===== src/design/brr_pkg.sv =====
// Shared types, constants and the exponent factor table of the baroreceptor reflex block.
`timescale 1ns / 1ps
package brr_pkg;

  localparam logic [12:0] FracOne = 13'd4096;
  localparam logic [12:0] FracHalf = 13'd2048;
  localparam logic [30:0] ExpOne = 31'd1073741824;
  localparam logic signed [15:0] LevelReset = 16'sd4096;

  localparam logic [2:0] RegSlope = 3'd0;
  localparam logic [2:0] RegRate = 3'd1;
  localparam logic [2:0] RegElast = 3'd2;
  localparam logic [2:0] RegResist = 3'd3;
  localparam logic [2:0] RegCompl = 3'd4;

  typedef struct packed {
    logic        active;
    logic [15:0] pressure;
    logic [15:0] set_point;
  } brr_item_t;

  typedef struct packed {
    logic [15:0] slope;
    logic [63:0] rate;
    logic [47:0] elast;
    logic [47:0] resist;
    logic [47:0] compl;
  } brr_cfg_t;

  // Factor 2^(-2^-k) in Q.30 for fraction bit k of the exponent.
  function automatic logic [30:0] exp_factor(input logic [4:0] k);
    logic [30:0] f;
    case (k)
      5'd1: f = 31'd759250125;
      5'd2: f = 31'd902905651;
      5'd3: f = 31'd984625594;
      5'd4: f = 31'd1028218693;
      5'd5: f = 31'd1050733751;
      5'd6: f = 31'd1062175491;
      5'd7: f = 31'd1067942999;
      5'd8: f = 31'd1070838486;
      5'd9: f = 31'd1072289173;
      5'd10: f = 31'd1073015252;
      5'd11: f = 31'd1073378477;
      5'd12: f = 31'd1073560135;
      default: f = ExpOne;
    endcase
    return f;
  endfunction

endpackage


===== src/design/brr_front.sv =====
// Front end: takes input words, forms the saturated set point and queues the work.
`timescale 1ns / 1ps
module brr_front import brr_pkg::*; (
  input  logic              clk_i,
  input  logic              rst_ni,
  input  logic              in_valid_i,
  output logic              in_stall_o,
  input  logic              feedback_active_i,
  input  logic [15:0]       arterial_pressure_i,
  input  logic [15:0]       baseline_set_point_i,
  input  logic signed [15:0] exercise_delta_i,
  input  logic signed [15:0] drug_delta_i,
  input  logic              drug_applies_i,
  output logic              head_valid_o,
  output brr_item_t         head_o,
  input  logic              pop_i
);

  brr_item_t      entry_q [2];
  logic           wr_ptr_q, rd_ptr_q;
  logic [1:0]     count_q;
  logic signed [18:0] sum;
  logic [15:0]    sp;
  logic           push;

  always_comb begin
    sum = $signed({3'b000, baseline_set_point_i}) + 19'(exercise_delta_i);
    if (drug_applies_i) begin
      sum = sum + 19'(drug_delta_i);
    end
    if (sum < 19'sd1) begin
      sp = 16'd1;
    end else if (sum > 19'sd65535) begin
      sp = 16'hFFFF;
    end else begin
      sp = sum[15:0];
    end
  end

  assign in_stall_o = (count_q == 2'd2);
  assign push = in_valid_i && !in_stall_o;
  assign head_valid_o = (count_q != 2'd0);
  assign head_o = entry_q[rd_ptr_q];

  always_ff @(posedge clk_i) begin
    if (push) begin
      entry_q[wr_ptr_q] <= '{active: feedback_active_i, pressure: arterial_pressure_i,
                             set_point: sp};
    end
  end

  always_ff @(posedge clk_i or negedge rst_ni) begin
    if (!rst_ni) begin
      wr_ptr_q <= 1'b0;
      rd_ptr_q <= 1'b0;
      count_q <= 2'd0;
    end else begin
      if (push) begin
        wr_ptr_q <= !wr_ptr_q;
      end
      if (pop_i) begin
        rd_ptr_q <= !rd_ptr_q;
      end
      count_q <= count_q + {1'b0, push} - {1'b0, pop_i};
    end
  end

  a_count_max: assert property (@(posedge clk_i) disable iff (!rst_ni) count_q <= 2'd2)
    else $error("queue count exceeds depth");
  a_pop_nonempty: assert property (@(posedge clk_i) disable iff (!rst_ni)
    pop_i |-> count_q != 2'd0)
    else $error("pop from empty queue");

endmodule


===== config.mk =====
export PLATFORM = sky130hd
export DESIGN_NAME = brr_front
export DESIGN_NICKNAME = d
export VERILOG_FILES = /design/src/design/brr_pkg.sv /design/src/design/brr_front.sv
export SDC_FILE = /design/constraint.sdc
export NUM_CORES = 1
export LEC_CHECK = 0
export ABC_AREA = 1
export BUFFER_PORTS_ARGS = -buffer_cell sky130_fd_sc_hd__buf_2
export CAP_MARGIN = 20
export CORE_MARGIN = 3
export CORE_UTILIZATION = 58
export DETAILED_ROUTE_END_ITERATION = 7
export PLACE_DENSITY = 0.83
export SETUP_SLACK_MARGIN = 0.1
export SYNTH_ARGS = -nofsm -noshare
export SYNTH_HDL_FRONTEND = slang
export SYNTH_SLANG_ARGS = --single-unit

===== constraint.sdc =====
create_clock -name clk_i -period 3.7 [get_ports clk_i]
set_input_delay 0.185 -clock clk_i [delete_from_list [all_inputs] [get_ports clk_i]]
set_output_delay 0.185 -clock clk_i [all_outputs]
set_load 0.01 [all_outputs]

==> results.toml, run 1 <==
[status]
status = "completed"

[placement]
io_buffers = 104
place_ws_ps = 14.1
dp_hpwl_um = 10200
placed_area_mm2 = 0.00603
dp.cells = 900
gp_congestion = 0.937

[sta]
maxSlewViolCount = 0
finalSetupViolCount = 0
rsz0062_at_grt = "false"
hold_viol = 0
fmax_mhz = 308
hold_ws_ps = 16.9
tns_ps = 0
final.setup_skew_ps = 8.92
relSlewSlack_pct = 35.6
finalCritPeriodShare_pct = 87.7
timing.final.crit_period_ps = 3250
layout_setup_ws_ps = 454
worst_pin_slew_ps = 965

[cells_and_area]
syn2layout_area_growth_pct = 16.2
final_area_mm2 = 0.00627
layout.nets = 915
final_cells = 918
fill_cells = 707
antennaDiodeCount = 0
fin_util_pct = 70.5
drive_gt1_share_pct = 24.3

[power_and_ir_drop]
power_mw = 3.31
powerDensity_mw_per_mm2 = 528
peakVddDrop_mv = 0.252
leakagePower_nw = 3.16

[logic_synthesis]
ys_seq_area_share_pct = 38.6
syn-num-nets = 803
async_flop_share_pct = 5.71
avgSynthCellArea_um2 = 7.79
synth_cell_types = 33
synth_edf_count = 66
synthFlopType = "edfxtp_1"
syn_inst = 693
ys_ff_latch = 70
yosys_warnings = 0
syn_area_mm2 = 0.00540

[cts]
clock-sinks = 70
cts_buffer_depth = 2
clk_latency_ps = 350
clk_pin_slew_worst_paths_ps = 90
cts_root_buf = "clkbuf_8"
numCtsBuffers = 9
post_cts_buffers = 0
htreeDepth = 3
cts_tree = "yes"

[route]
ant_nets = 0
vias_per_cell = 5.34
vias = 4898
route.detailed.drc = 0
first_pass_iters = 5
first_iter_violations = 312
wl_um = 13100
wl_per_cell_um = 14.3

[worst_hold_path]
worst_hold_path_type = "input pin to register"

[global_routing]
grt_pass1_vias = 4622
grt_overflow_total = 0
grt_max_degree = 34
antenna_found_initial = 0
grt.total_usage_pct = 25.0
grt_first_pass_wirelength_um = 20500

[floorplan]
die_width_um = 102
ioPinCount = 105
die_area_mm2 = 0.0105
core-area_mm2 = 0.00889
placementRows = 34
dieHeight_um = 102
start_util_pct = 60.7

[worst_setup_path]
end_kind = "register"
worstPathArrival_ps = 3350
cp_data_required_time_ps = 3800
crit_type = "input pin to register"
startpoint_type = "input pin"
path_max_fanout = 7

[flow_run]
max_cap_viol_count = 0
power by group:
part	total, mW	switching (mW)	internal (mW)	leakage [nW]
sequential	1.22	0.101	1.12	0.660
clock	0.576	0.320	0.256	0.0888
combinational	1.52	0.895	0.621	2.42
total	3.31	1.32	1.99	3.16
cells in the final DEF (no fill, tap or decap), types with 2 or more instances in the layout:
master	netlist	final
nand2_1	203	203
inv_1	109	108
buf_2	3	104
nand3_1	74	74
edfxtp_1	66	66
nor2_1	56	54
ha_1	38	36
mux2_2	33	33
a21oi_1	21	21
nor2_2	14	16
and2_1	11	11
nand4_1	9	9
clkbuf_8	0	9
nand2_2	7	7
o21ai_0	6	6
inv_2	4	5
xor2_1	5	5
nor3_1	6	5
nand3b_1	4	4
dfrtp_1	4	4
buf_4	0	4
inv_6	0	3
nand3_2	2	2
nor3_2	1	2
o21a_1	2	2
fa_1	2	2
clkinvlp_4	0	2
layer usage:
layer  GRT usage [%]  vias to the layer above  routed length, µm
met5               0                        -                  0
met4            9.99                        0                367
met3            3.82                       34                659
met2            44.3                      159               6530
met1            30.3                     2226               5550
li1                -                     2479                  -
sequential cells by signal, indices dropped and copies added, names as in the netlist:
name	flops
entry_q	66
count_q	2
wr_ptr_q	1
rd_ptr_q	1
logic make-up (layout without fill, tap and decap cells):
group                    after synthesis  after routing  share of synthesized area (%)
AO/OA/AOI/OAI                         32             32                           3.18
adder cells (fa/ha/maj)               40             40                           9.55
AND/OR/NAND/NOR                      390            391                           32.0
flip-flops                            70             70                           38.6
buffers and inverters                122            238                           8.86
multiplexers                          33             33                           6.89
XOR/XNOR                               6              6                          0.974
synth_stat cells, types with 3 or more instances:
| cell type | instances | share of area [%] |
|---|---|---|
| nand2_1 | 203 | 14 |
| inv_1 | 109 | 7.6 |
| nand3_1 | 74 | 6.9 |
| edfxtp_1 | 66 | 37 |
| nor2_1 | 56 | 3.9 |
| ha_1 | 38 | 8.8 |
| mux2_2 | 33 | 6.9 |
| a21oi_1 | 21 | 1.9 |
| nor2_2 | 14 | 1.6 |
| and2_1 | 11 | 1.3 |
| nand4_1 | 9 | 1.0 |
| nand2_2 | 7 | 0.81 |
| nor3_1 | 6 | 0.56 |
| o21ai_0 | 6 | 0.56 |
| xor2_1 | 5 | 0.81 |
| buf_1 | 4 | 0.28 |
| dfrtp_1 | 4 | 1.9 |
| inv_2 | 4 | 0.28 |
| nand3b_1 | 4 | 0.56 |
| buf_2 | 3 | 0.28 |
what timing repair did:
item	4_1_cts	5_1_grt
endpoints found under the hold margin	4	0
hold buffers	1	0
setup endpoints to repair	0	30
gates resized for setup	0	6
area by class of cell:
class                           count  area (µm²)  area share [%]
Inverter                          113         424            6.76
Multi-Input combinational cell    502        2880            46.0
Sequential cell                    70        2080            33.2
Timing Repair Buffer              109         561            8.94
Tap cell                          108         135            2.15
Clock inverter                      7        61.3           0.978
Clock buffer                        9         124            1.98
worst max-delay path: stages:
cell     delay (ps)
buf_2           100
ha_1            360
nand2_1         110
nor2_1          270
nand3_1         190
nand3_1         120
nand2_1          70
nand2_1          70
inv_1            40
ha_1            350
nand2_2         140
inv_1            60
a21oi_2         190
nor2_1           70
nor2_1          140
nand2_1          90
nand2_1          70
nand3_1          70
nand2_2         100
nand3_4          70
nor2_2          120
nand2_2         140
nand2_4         170
nor2_2           60
path summary, 6_finish.rpt:
check | from | end | slack [ps] | cells past startpoint
worst max-delay path | baseline_set_point_i[6] | entry_q[0][14] | 450 | 24
worst min-delay path | arterial_pressure_i[8] | entry_q[0][24] | 20 | 1
worst max register to register | count_q[1] | entry_q[1][2] | 1670 | 4
worst min register to register | count_q[0] | count_q[0] | 570 | 1
max in group asynchronous | rst_ni | count_q[0] | 3410 | 2
min in group asynchronous | rst_ni | wr_ptr_q | 170 | 2
No activity file was read; power rests on OpenSTA's default activity.
==> run 2: changes to the inputs <==
HOLD_SLACK_MARGIN = 0.06   (was not set)
==> results.toml, run 2 (synthesized netlist as in run 1, its figures left out) <==
[sta]
hold_viol = 0
finalCritPeriodShare_pct = 89.2
tns_ps = 0
timing.final.crit_period_ps = 3300
fmax_mhz = 303
rsz0062_at_grt = "false"
maxSlewViolCount = 0
final.setup_skew_ps = 13.3
finalSetupViolCount = 0
worst_pin_slew_ps = 1010
relSlewSlack_pct = 32.5
hold_ws_ps = 163

[cells_and_area]
drive_gt1_share_pct = 23.8
seq_area_mm2 = 0.00208
final_cells = 936
layout_commonest_cell = "nand2_1"
layout.nets = 933
fill_cells = 675
final_cell_mix = "203 x nand2_1, 108 x inv_1, 104 x buf_2"
syn2layout_area_growth_pct = 19.6
multi_input_area_mm2 = 0.00288
largestRegisters = "entry_q (66), count_q (2)"
largest_reg_flops = 66
antennaDiodeCount = 0
top_register = "entry_q"

[route]
wl_met2_um = 7170
wl_met1_um = 5630
met3_length_um = 828
wl_per_cell_um = 15.1
dr.max_layer_used = "met4"
ant_nets = 0
wl_um = 14100
first_iter_violations = 381
route.detailed.drc = 0
first_pass_iters = 5
vias = 5031
vias_per_cell = 5.38

[cts]
clk_pin_slew_worst_paths_ps = 90
cts_buffer_depth = 2
numCtsBuffers = 9
htreeDepth = 3
cts_root_buf = "clkbuf_8"
clk_latency_ps = 350
post_cts_buffers = 0
cts_tree = "yes"
clock-sinks = 70

[power_and_ir_drop]
leakagePower_nw = 3.24
peakVddDrop_mv = 0.266
powerDensity_mw_per_mm2 = 523

[worst_setup_path]
timing.rr.start = "count_q[1]"
rr_worst_depth = 4
slowest_delay_ps = 360
regToRegEndpoint = "entry_q[1][2]"
cp_common_cell = "nand2_1"
startpoint_type = "input pin"
cp_slowest_cell = "ha_1"
worstPathArrival_ps = 3400
crit_chain = "buf_2, ha_1, nand2_1, nor2_1, nand3_1, nand3_1, nand2_1, nand2_1, inv_1, ha_1, nand2_2, inv_1, a21oi_2, nor2_1, nor2_1, nand2_1, nand2_1, nand3_1, nand2_2, nand3_4, nor2_2, nand2_2, nand2_4, nor2_2"
rrSetupSlack_ps = 1640
cp_data_required_time_ps = 3800
crit_type = "input pin to register"
path_max_fanout = 7
end_kind = "register"

[status]
status = "completed"

[floorplan]
placementRows = 34
start_util_pct = 60.7
die_width_um = 102
die_area_mm2 = 0.0105
dieHeight_um = 102
ioPinCount = 105
core-area_mm2 = 0.00889

[global_routing]
grt_max_degree = 34
antenna_found_initial = 0
grt_pass1_vias = 4793
grt_first_pass_wirelength_um = 21800
grt.total_usage_pct = 26.9
grt_overflow_total = 0

[placement]
gp_congestion = 0.937
dp_hpwl_um = 10200
dp.cells = 900
io_buffers = 104

[flow_run]
max_cap_viol_count = 0

[worst_hold_path]
worst_hold_path_type = "input pin to asynchronous set/reset pin"
==> run 2: power by group <==
part | internal (mW) | switching (mW) | leakage [nW]
clock network | 0.256 | 0.338 | 0.0888
registers | 1.12 | 0.110 | 0.660
logic | 0.634 | 0.917 | 2.49
total | 2.01 | 1.37 | 3.24
==> run 2: layout make-up <==
class                   count  area share (%)
flip-flops and latches     70            32.3
inverters                 113            6.57
clock buffers               9            1.92
multi-input cells         502            44.7
repair buffers            127            11.5
clock inverters             7           0.950
well taps                 108            2.09
==> run 2: how the worst max path moves through the flow <==
stage / to / startpoint / slack (ps)
finish: entry_q[1][8] / baseline_set_point_i[6] / 400
global route: entry_q[1][11] / baseline_set_point_i[10] / 110
CTS: entry_q[1][2] / exercise_delta_i[0] / 340
detailed placement: entry_q[1][2] / baseline_set_point_i[0] / 10
global placement: entry_q[0][4] / baseline_set_point_i[0] / 190
floorplan: entry_q[0][5] / baseline_set_point_i[0] / 490
==> run 2: per-layer routing <==
| metal | up-vias | global-route usage (%) |
|---|---|---|
| met2 | 203 | 48.6 |
| met4 | 0 | 11.0 |
| met3 | 39 | 3.69 |
| li1 | 2510 | - |
| met1 | 2279 | 31.8 |
| met5 | - | 0 |
==> run 2: worst max-delay path: cells and delay by family <==
kind            cells  cell delay, ps
buf+inv             3             200
compound gates      1             190
fa+ha+maj           2             710
simple gates       18            2120
==> run 2: timing repair <==
action / 4_1_cts / 5_1_grt
hold buffers: 19 / 0
gates resized for setup: 0 / 6
setup endpoints to repair: 0 / 30
endpoints found under the hold margin: 39 / 0
==> run 2: metrics by stage <==
| stage | worst slack (ps) | cell area [µm²] | power, mW | utilization, % |
|---|---|---|---|---|
| 2_1_floorplan | 492 | 5400 | 2.25 | - |
| 5_1_grt | 109 | 6450 | 3.59 | 72.6 |
| 6_report | 401 | 6450 | 3.37 | 72.6 |
| 3_3_place_gp | 186 | 6030 | 2.64 | 67.8 |
| 3_5_place_dp | 14.1 | 6030 | 2.71 | 67.8 |
| 4_1_cts | 335 | 6410 | 3.32 | 72.1 |
